--- src/design/spectrum_bar_falloff_peak_hold_core_assert.svh ---
// ----------------------------------------------------------------------------
// Assertion macros for the spectrum bar falloff and peak hold core
// Immediate-consequence and next-cycle checks, clocked and reset-gated.
// ----------------------------------------------------------------------------
`ifndef SPECTRUM_BAR_FALLOFF_PEAK_HOLD_CORE_ASSERT_SVH
`define SPECTRUM_BAR_FALLOFF_PEAK_HOLD_CORE_ASSERT_SVH

// consequence holds in the same cycle as the antecedent
`define SBFPH_ASSERT_SAME(label, clk, rst, ante, cons, msg) \
   label: assert property (@(posedge clk) disable iff (rst) (ante) |-> (cons)) \
      else $error(msg);

// consequence holds in the cycle after the antecedent
`define SBFPH_ASSERT_NEXT(label, clk, rst, ante, cons, msg) \
   label: assert property (@(posedge clk) disable iff (rst) (ante) |=> (cons)) \
      else $error(msg);

`endif

--- src/design/sbfph_pkg.sv ---
// ----------------------------------------------------------------------------
// sbfph_pkg
// Shared types and constants of the spectrum bar falloff and peak hold core.
// ----------------------------------------------------------------------------
`default_nettype none

package sbfph_pkg;

   localparam int COL_W  = 6;
   localparam int LVL_W  = 5;
   localparam int HGT_W  = 8;
   localparam int BAR_W  = 8;
   localparam int PROD_W = LVL_W + HGT_W;
   localparam int CSR_IDX_W = 2;
   localparam int CSR_DAT_W = 8;
   localparam int MODE_W = 2;

   // register indexes of the configuration port
   localparam logic [CSR_IDX_W-1:0] CSR_CHANNEL_MODE  = 2'd0;
   localparam logic [CSR_IDX_W-1:0] CSR_BAR_HEIGHT    = 2'd1;
   localparam logic [CSR_IDX_W-1:0] CSR_PEAKS_ENABLED = 2'd2;

   // channel modes; any other code selects the larger of both
   localparam logic [MODE_W-1:0] MODE_LEFT  = 2'd0;
   localparam logic [MODE_W-1:0] MODE_RIGHT = 2'd1;

   // command codes
   localparam logic CMD_UPDATE = 1'b0;
   localparam logic CMD_CLEAR  = 1'b1;

   // state kept per column and channel set
   typedef struct packed {
      logic [BAR_W-1:0] show;
      logic [BAR_W-1:0] peak;
      logic [BAR_W-1:0] fall;
   } entry_type;

endpackage

`default_nettype wire

--- src/design/sbfph_ram.sv ---
// ----------------------------------------------------------------------------
// sbfph_ram
// Generic single-write, single-read RAM with registered read data.
// ----------------------------------------------------------------------------
`default_nettype none

module sbfph_ram #(
   parameter int WIDTH = 24,
   parameter int DEPTH = 192,
   localparam int ADDR_W = (DEPTH > 1) ? $clog2(DEPTH) : 1
) (
   input  wire logic              clock,
   input  wire logic              wr_en,
   input  wire logic [ADDR_W-1:0] wr_addr,
   input  wire logic [WIDTH-1:0]  wr_data,
   input  wire logic              rd_en,
   input  wire logic [ADDR_W-1:0] rd_addr,
   output logic      [WIDTH-1:0]  rd_data
);

   logic [WIDTH-1:0] mem_ff [DEPTH];
   logic [WIDTH-1:0] rd_data_ff;

   always_ff @(posedge clock) begin
      if (wr_en) begin
         mem_ff[wr_addr] <= wr_data;
      end
      if (rd_en) begin
         rd_data_ff <= mem_ff[rd_addr];
      end
   end

   assign rd_data = rd_data_ff;

endmodule

`default_nettype wire

--- src/design/sbfph_scale.sv ---
// ----------------------------------------------------------------------------
// sbfph_scale
// Divides level times bar height by the dB step count via a reciprocal.
// ----------------------------------------------------------------------------
`default_nettype none

module sbfph_scale
   import sbfph_pkg::*;
#(
   parameter int DB_STEPS = 32
) (
   input  wire logic [PROD_W-1:0] prod,
   output logic      [BAR_W-1:0]  scaled
);

   // exact for every product below 2**PROD_W with this shift and rounding
   localparam int SHIFT = PROD_W + $clog2(DB_STEPS);
   localparam int REC_W = PROD_W + 1;
   localparam int MUL_W = PROD_W + REC_W;
   localparam longint unsigned RECIP =
      ((64'd1 << SHIFT) + longint'(DB_STEPS) - 64'd1) / longint'(DB_STEPS);
   localparam logic [REC_W-1:0] RECIP_V = REC_W'(RECIP);

   logic [MUL_W-1:0] mul;
   logic [15:0]      quot;

   assign mul  = MUL_W'(prod) * MUL_W'(RECIP_V);
   assign quot = 16'(mul >> SHIFT);

   // saturate at full byte scale
   assign scaled = (quot > 16'd255) ? 8'hFF : quot[BAR_W-1:0];

endmodule

`default_nettype wire

--- src/design/sbfph_update.sv ---
// ----------------------------------------------------------------------------
// sbfph_update
// Next bar, peak and fall speed of one column from its stored state.
// ----------------------------------------------------------------------------
`default_nettype none

module sbfph_update
   import sbfph_pkg::*;
(
   input  wire entry_type        cur,
   input  wire logic [BAR_W-1:0] scaled,
   output entry_type             nxt
);

   logic [BAR_W-1:0] show;
   logic [BAR_W-1:0] peak;
   logic [BAR_W-1:0] fall;

   always_comb begin
      show = cur.show;
      peak = cur.peak;
      fall = cur.fall;

      // drop by the fall speed and accelerate, or floor at zero
      if (scaled < show) begin
         if (show >= fall) begin
            show = show - fall;
            if (fall != 8'hFF) begin
               fall = fall + 8'd1;
            end
         end else begin
            show = '0;
         end
      end

      // jump up and restart the fall
      if (scaled > show) begin
         show = scaled;
         fall = 8'd1;
      end

      if (peak <= scaled) begin
         peak = (scaled == 8'hFF) ? 8'hFF : scaled + 8'd1;
      end else if ((peak != '0) && ({1'b0, peak} > ({1'b0, show} + 9'd1))) begin
         peak = peak - 8'd1;
      end

      nxt.show = show;
      nxt.peak = peak;
      nxt.fall = fall;
   end

endmodule

`default_nettype wire

--- src/design/spectrum_bar_falloff_peak_hold_core.sv ---
// A beat is registered in stage one and then in the result register.
// Throughput: one beat per cycle unless responses stall; the store is read
// at accept, written as stage one fires, with a bypass on back-to-back hits.
// Reset: channel_mode 1, bar_height 64, peaks_enabled 1; all column state
// reads as zero through per-entry valid bits, so no clearing pass is needed.
// A clear beat drops every valid bit in the cycle it completes.
`default_nettype none

`include "spectrum_bar_falloff_peak_hold_core_assert.svh"

// ----------------------------------------------------------------------------
// spectrum_bar_falloff_peak_hold_core
// Per-column spectrum bar animator with peak hold and accelerating falloff.
// ----------------------------------------------------------------------------
module spectrum_bar_falloff_peak_hold_core
   import sbfph_pkg::*;
#(
   parameter int COLUMNS  = 64,
   parameter int DB_STEPS = 32
) (
   input  wire logic                 clock,
   input  wire logic                 reset,

   input  wire logic                 csr_we,
   input  wire logic [CSR_IDX_W-1:0] csr_index,
   input  wire logic [CSR_DAT_W-1:0] csr_wdata,

   input  wire logic                 req_valid,
   output logic                      req_ready,
   input  wire logic                 req_cmd,
   input  wire logic [COL_W-1:0]     req_column,
   input  wire logic [LVL_W-1:0]     req_level_left,
   input  wire logic [LVL_W-1:0]     req_level_right,

   output logic                      rsp_valid,
   input  wire logic                 rsp_ready,
   output logic      [COL_W-1:0]     rsp_out_column,
   output logic      [BAR_W-1:0]     rsp_scaled_level,
   output logic      [BAR_W-1:0]     rsp_bar_shown,
   output logic      [BAR_W-1:0]     rsp_bar_previous,
   output logic      [BAR_W-1:0]     rsp_peak_marker,
   output logic      [BAR_W-1:0]     rsp_fall_speed
);

   // the column field cannot address more than 2**COL_W columns
   localparam int COLS_USED = (COLUMNS < (1 << COL_W)) ? COLUMNS : (1 << COL_W);
   localparam int DEPTH     = 3 * COLS_USED;
   localparam int ADDR_W    = $clog2(DEPTH);
   localparam int ENTRY_W   = $bits(entry_type);
   localparam logic [LVL_W-1:0] LVL_MAX =
      LVL_W'((DB_STEPS > (1 << LVL_W)) ? ((1 << LVL_W) - 1) : (DB_STEPS - 1));

   // configuration
   logic [MODE_W-1:0] mode_ff;
   logic [HGT_W-1:0]  height_ff;
   logic              peaks_ff;

   always_ff @(posedge clock) begin
      if (reset) begin
         mode_ff   <= MODE_RIGHT;
         height_ff <= 8'd64;
         peaks_ff  <= 1'b1;
      end else if (csr_we) begin
         case (csr_index)
            CSR_CHANNEL_MODE:  mode_ff   <= csr_wdata[MODE_W-1:0];
            CSR_BAR_HEIGHT:    height_ff <= csr_wdata[HGT_W-1:0];
            CSR_PEAKS_ENABLED: peaks_ff  <= csr_wdata[0];
            default: ;
         endcase
      end
   end

   // request side: pick channel, clamp, multiply, address the store
   logic [LVL_W-1:0]  lvl_l;
   logic [LVL_W-1:0]  lvl_r;
   logic [LVL_W-1:0]  lvl_sel;
   logic [1:0]        set_sel;
   logic              req_fire;
   logic              col_ok_in;
   logic [ADDR_W-1:0] addr_in;
   logic [PROD_W-1:0] prod_in;

   assign lvl_l = (req_level_left  > LVL_MAX) ? LVL_MAX : req_level_left;
   assign lvl_r = (req_level_right > LVL_MAX) ? LVL_MAX : req_level_right;

   always_comb begin
      case (mode_ff)
         MODE_LEFT: begin
            set_sel = 2'd0;
            lvl_sel = lvl_l;
         end
         MODE_RIGHT: begin
            set_sel = 2'd1;
            lvl_sel = lvl_r;
         end
         default: begin
            set_sel = 2'd2;
            lvl_sel = (lvl_l > lvl_r) ? lvl_l : lvl_r;
         end
      endcase
   end

   assign col_ok_in = int'(req_column) < COLS_USED;
   assign addr_in   = ADDR_W'(int'(set_sel) * COLS_USED + int'(req_column));
   assign prod_in   = PROD_W'(lvl_sel) * PROD_W'(height_ff);
   assign req_fire  = req_valid && req_ready;

   // stage one
   logic              s1_vld_ff;
   logic              s1_cmd_ff;
   logic [COL_W-1:0]  s1_col_ff;
   logic              s1_ok_ff;
   logic [ADDR_W-1:0] s1_addr_ff;
   logic [PROD_W-1:0] s1_prod_ff;
   logic              s1_fire;
   logic              rsp_vld_ff;

   assign s1_fire   = s1_vld_ff && (!rsp_vld_ff || rsp_ready);
   assign req_ready = !s1_vld_ff || s1_fire;

   always_ff @(posedge clock) begin
      if (reset) begin
         s1_vld_ff <= 1'b0;
      end else if (req_ready) begin
         s1_vld_ff <= req_valid;
      end
   end

   always_ff @(posedge clock) begin
      if (req_fire) begin
         s1_cmd_ff  <= req_cmd;
         s1_col_ff  <= req_column;
         s1_ok_ff   <= col_ok_in;
         s1_addr_ff <= addr_in;
         s1_prod_ff <= prod_in;
      end
   end

   // column store, valid bits and write bypass
   logic              ram_we;
   logic              clear_go;
   entry_type         ram_rd;
   entry_type         cur;
   entry_type         nxt;
   logic [ENTRY_W-1:0] ram_rd_bits;
   logic [DEPTH-1:0]  vld_ff;
   logic              fwd_vld_ff;
   logic [ADDR_W-1:0] fwd_addr_ff;
   entry_type         fwd_data_ff;

   assign ram_we   = s1_fire && (s1_cmd_ff == CMD_UPDATE) && s1_ok_ff;
   assign clear_go = s1_fire && (s1_cmd_ff == CMD_CLEAR);

   sbfph_ram #(
      .WIDTH (ENTRY_W),
      .DEPTH (DEPTH)
   ) u_store (
      .clock   (clock),
      .wr_en   (ram_we),
      .wr_addr (s1_addr_ff),
      .wr_data (nxt),
      .rd_en   (req_fire),
      .rd_addr (addr_in),
      .rd_data (ram_rd_bits)
   );

   assign ram_rd = ram_rd_bits;

   always_ff @(posedge clock) begin
      if (reset || clear_go) begin
         vld_ff     <= '0;
         fwd_vld_ff <= 1'b0;
      end else if (ram_we) begin
         vld_ff[s1_addr_ff] <= 1'b1;
         fwd_vld_ff         <= 1'b1;
      end
   end

   always_ff @(posedge clock) begin
      if (ram_we) begin
         fwd_addr_ff <= s1_addr_ff;
         fwd_data_ff <= nxt;
      end
   end

   // the newest write wins over a read that raced it
   always_comb begin
      if (fwd_vld_ff && (fwd_addr_ff == s1_addr_ff)) begin
         cur = fwd_data_ff;
      end else if (vld_ff[s1_addr_ff]) begin
         cur = ram_rd;
      end else begin
         cur = '0;
      end
   end

   logic [BAR_W-1:0] scaled;

   sbfph_scale #(
      .DB_STEPS (DB_STEPS)
   ) u_scale (
      .prod   (s1_prod_ff),
      .scaled (scaled)
   );

   sbfph_update u_update (
      .cur    (cur),
      .scaled (scaled),
      .nxt    (nxt)
   );

   // result register
   logic [COL_W-1:0] col_ff;
   logic [BAR_W-1:0] lvl_ff;
   logic [BAR_W-1:0] show_ff;
   logic [BAR_W-1:0] prev_ff;
   logic [BAR_W-1:0] peak_ff;
   logic [BAR_W-1:0] fall_ff;

   always_ff @(posedge clock) begin
      if (reset) begin
         rsp_vld_ff <= 1'b0;
      end else if (s1_fire) begin
         rsp_vld_ff <= 1'b1;
      end else if (rsp_ready) begin
         rsp_vld_ff <= 1'b0;
      end
   end

   always_ff @(posedge clock) begin
      if (s1_fire) begin
         col_ff  <= s1_col_ff;
         lvl_ff  <= '0;
         show_ff <= '0;
         prev_ff <= '0;
         peak_ff <= '0;
         fall_ff <= '0;
         if (s1_cmd_ff == CMD_UPDATE) begin
            lvl_ff <= scaled;
            if (s1_ok_ff) begin
               show_ff <= nxt.show;
               prev_ff <= cur.show;
               peak_ff <= peaks_ff ? nxt.peak : '0;
               fall_ff <= nxt.fall;
            end
         end
      end
   end

   assign rsp_valid        = rsp_vld_ff;
   assign rsp_out_column   = col_ff;
   assign rsp_scaled_level = lvl_ff;
   assign rsp_bar_shown    = show_ff;
   assign rsp_bar_previous = prev_ff;
   assign rsp_peak_marker  = peak_ff;
   assign rsp_fall_speed   = fall_ff;

   `SBFPH_ASSERT_SAME(a_write_only_update, clock, reset, ram_we,
      s1_vld_ff && (s1_cmd_ff == CMD_UPDATE) && s1_ok_ff,
      "store written by a beat that is not an in-range update")
   `SBFPH_ASSERT_NEXT(a_clear_kills_bypass, clock, reset, clear_go,
      !fwd_vld_ff && (vld_ff == '0),
      "column state survived a clear")
   `SBFPH_ASSERT_SAME(a_stall_blocks_req, clock, reset,
      s1_vld_ff && rsp_vld_ff && !rsp_ready, !req_ready,
      "request taken while stage one is held")
   `SBFPH_ASSERT_SAME(a_rise_to_level, clock, reset,
      rsp_vld_ff && (show_ff > prev_ff), show_ff == lvl_ff,
      "bar rose to a height other than the scaled level")

endmodule

`default_nettype wire

--- config.mk ---
export PLATFORM = sky130hd
export DESIGN_NAME = spectrum_bar_falloff_peak_hold_core
export DESIGN_NICKNAME = d
export VERILOG_FILES = /design/src/design/sbfph_pkg.sv /design/src/design/sbfph_ram.sv /design/src/design/sbfph_scale.sv /design/src/design/sbfph_update.sv /design/src/design/spectrum_bar_falloff_peak_hold_core.sv
export VERILOG_INCLUDE_DIRS = /design/src /design/src/design
export SDC_FILE = /design/constraint.sdc
export NUM_CORES = 2
export LEC_CHECK = 0
export BUFFER_PORTS_ARGS = -buffer_cell sky130_fd_sc_hd__buf_4
export CELL_PAD_IN_SITES_DETAIL_PLACEMENT = 0
export CELL_PAD_IN_SITES_GLOBAL_PLACEMENT = 1
export CORE_ASPECT_RATIO = 1.1
export CORE_UTILIZATION = 40
export CTS_CLUSTER_SIZE = 12
export DETAILED_ROUTE_END_ITERATION = 10
export PLACE_DENSITY_LB_ADDON = 0.1
export SYNTH_ARGS = -nofsm -noshare
export SYNTH_HDL_FRONTEND = slang
export SYNTH_HIERARCHICAL = 1
export SYNTH_MEMORY_MAX_BITS = 65536
export SYNTH_SLANG_ARGS = --single-unit
--- constraint.sdc ---
create_clock -name clock -period 67.3 [get_ports clock]
set_clock_uncertainty 0.15 [all_clocks]
set_input_delay 0 -clock clock [delete_from_list [all_inputs] [get_ports clock]]
set_output_delay 0 -clock clock [all_outputs]
set_load 0.1 [all_outputs]
==> flow_metrics.py <==
metrics = {
    "critical_path": {
        "slowest_stage": "buf_4",
        "end_kind": "flop",
        "ff2ff_path_depth": 41,
        "path_class": "flop to flop",
        "cp_common_cell": "buf_4",
        "r2r-start": "s1_col_ff[0]",
        "rrSetupSlack_ps": 53040,
        "r2r-end": "u_store/mem_ff[146][13]",
        "crit_buf_inv": 8,
        "cpLargestDelayFamily": "buffers and inverters",
        "cp.required_ps": 67860,
        "start_kind": "flop",
        "slowest_delay_ps": 890,
        "cp.arrival_ps": 14820,
        "crit_fanout": 135,
    },
    "power": {
        "seqPwrFrac_pct": 51.6,
        "powerDensity_mw_per_mm2": 31.8,
        "switching_share_pct": 24.3,
        "p_int_w": 0.00529,
        "pwr-share-comb_pct": 9.0,
        "power.leakage_nw": 69.5,
        "vdd_drop_max_mv": 0.0307,
        "p_switching_w": 0.00170,
        "pwr-share-clk_pct": 39.4,
    },
    "yosys": {
        "syn_area_sq_mm": 0.192,
        "yosysWarningCount": 6,
        "syn_nets": 9401,
        "syn_inst": 9282,
        "avgSynthCellArea_sq_um": 20.7,
    },
    "clock_tree": {
        "cts_made_buffers": 536,
        "clkTransAtPathRegs_ps": 60,
        "cts_setup_buffers": 0,
        "cts_sinks": 4933,
        "clkLatencyLatePin_ps": 1090,
        "root_buffer": "clkbuf_16",
        "h-tree-depth": 6,
        "cts_tree": "built",
        "holdBufCountCts": 59,
        "ctsResizeCount": 0,
        "clockBufferDepth": 4,
    },
    "floorplan": {
        "initial_core_util_pct": 40.2,
        "ioPinCount": 80,
        "coreArea_sq_mm": 0.478,
        "die_w_microns": 663,
        "die_area_sq_mm": 0.483,
        "die-height_microns": 729,
        "row_count": 266,
    },
    "status": {
        "run_status": "finished clean",
    },
    "placement": {
        "place.gp.congestion": 0.815,
        "dp_worst_setup_slack_ps": 52980,
        "dpl_cell_area_sq_mm": 0.203,
        "dp_hpwl_mm": 342,
        "place.port_buffers": 79,
    },
    "drt": {
        "ant_nets": 0,
        "firstDrtPassIters": 6,
        "remaining_drc_errors": 0,
        "wl_per_cell_microns": 37.5,
        "vias": 100117,
        "finalWirelength_mm": 621,
        "initialDrtViolationCount": 11890,
        "drt-vias-per-instance": 6.04,
    },
    "global_route": {
        "grt_pass1_vias": 100925,
        "grt_usage_pct": 25.4,
        "antenna_found_initial": 47,
        "grt_max_degree": 196,
        "grt_pass1_wl_mm": 848,
        "gr-total-overflow": 0,
    },
    "timing": {
        "fmax_ghz": 0.0701,
        "slew-limit-headroom_pct": 2.67,
        "hold_viol": 0,
        "period_needed_ps": 14260,
        "drv_slew": 0,
        "whs_ps": 128,
        "finalSetupViolations": 0,
        "worst_slew_pin_slew_ps": 1450,
        "worst_slack_ps": 53040,
        "finalCritPeriodShare_pct": 21.2,
        "rsz0062_at_grt": "false",
        "fin_setup_tns_ps": 0,
    },
    "worst_hold_path": {
        "hold_start": "req_level_left[0]",
        "min_path_cells": 7,
        "min_to": "s1_prod_ff[7]",
        "hp-class": "input pin to flop",
    },
    "cells_and_area": {
        "final_cell_mix": "4727 x edfxtp_1, 1211 x mux4_2, 549 x clkbuf_16, 494 x buf_4, 320 x a21oi_1",
        "finalInstanceArea_sq_mm": 0.220,
        "fillers": 40209,
        "final_common_cell": "edfxtp_1",
        "utilization_pct": 46.0,
        "finalNetCount": 9979,
        "drive_above_1_share_pct": 26.3,
        "syn_to_final_growth_pct": 14.3,
    },
    "run": {
        "maxCapViolCount": 0,
    },
}
-- power groups by stage --
| stage | logic, W | registers [W] | clock network (W) |
|---|---|---|---|
| 6_report | 0.000629 | 0.00360 | 0.00275 |
| 4_1_cts | 0.000640 | 0.00360 | 0.00281 |
| 5_1_grt | 0.000670 | 0.00360 | 0.00292 |
| 2_1_floorplan | 0.000318 | 0.00375 | 0 |
| 3_3_place_gp | 0.000615 | 0.00366 | 0 |
| 3_5_place_dp | 0.000637 | 0.00366 | 0 |
-- state kept, by name (all words and copies together) (netlist names) --
| register | count |
|---|---|
| fwd_addr_ff | 8 |
| fwd_data_ff | 24 |
| fwd_vld_ff | 1 |
| height_ff | 8 |
| mode_ff | 2 |
| peaks_ff | 1 |
| rsp_bar_previous | 8 |
| rsp_bar_shown | 8 |
| rsp_fall_speed | 8 |
| rsp_out_column | 6 |
| rsp_peak_marker | 8 |
| rsp_scaled_level | 8 |
| rsp_valid | 1 |
| s1_addr_ff | 3 |
| s1_cmd_ff | 1 |
| s1_col_ff | 5 |
| s1_prod_ff | 8 |
| s1_vld_ff | 1 |
| u_store/mem_ff | 4608 |
| u_store/rd_data | 24 |
| vld_ff | 192 |
-- per-stage QoR --
| stage | power [W] | instances |
|---|---|---|
| 2_1_floorplan | 0.00407 | 9282 |
| 3_3_place_gp | 0.00428 | 15560 |
| 3_5_place_dp | 0.00430 | 15561 |
| 4_1_cts | 0.00705 | 16541 |
| 5_1_grt | 0.00718 | 16548 |
| 6_report | 0.00698 | 16565 |
-- layer usage --
metal | track usage, % | share of wire [%] | up-vias
met1 | 35.2 | 41 | 55648
met5 | 0 | 0.0018 | -
met4 | 6.65 | 2.9 | 2
met3 | 4.44 | 7.5 | 747
met2 | 41.7 | 48 | 4008
li1 | - | - | 39712
-- worst max-delay path by stage --
stage               cells after the start         start                       to
floorplan                              41  s1_col_ff[0]          fwd_data_ff[14]
global placement                       41  s1_col_ff[0]  u_store/mem_ff[128][13]
detailed placement                     41  s1_col_ff[0]  u_store/mem_ff[146][13]
CTS                                    41  s1_col_ff[0]  u_store/mem_ff[180][13]
global route                           41  s1_col_ff[0]  u_store/mem_ff[149][13]
finish                                 41  s1_col_ff[0]  u_store/mem_ff[146][13]
-- final cells by class --
class	count	area, sq um	share of cell area (%)
multi-input cells	3724	44600	20.3
flip-flops and latches	4933	146000	66.5
diodes	24	60.1	0.0273
repair buffers	578	4780	2.17
well taps	6298	7880	3.59
inverters	87	350	0.159
clock buffers	704	14400	6.54
clock inverters	217	1620	0.739
-- worst reg2reg max path: cells and delay by family (launching register included) --
kind	cells	cell delay, ps
adder cells (fa/ha/maj)	5	1790
buffers and inverters	8	4530
AO/OA/AOI/OAI	13	2750
multiplexers	2	1050
AND/OR/NAND/NOR	12	2860
XOR/XNOR	1	110
flip-flops	1	600
Power figures use the tool's default switching activity.
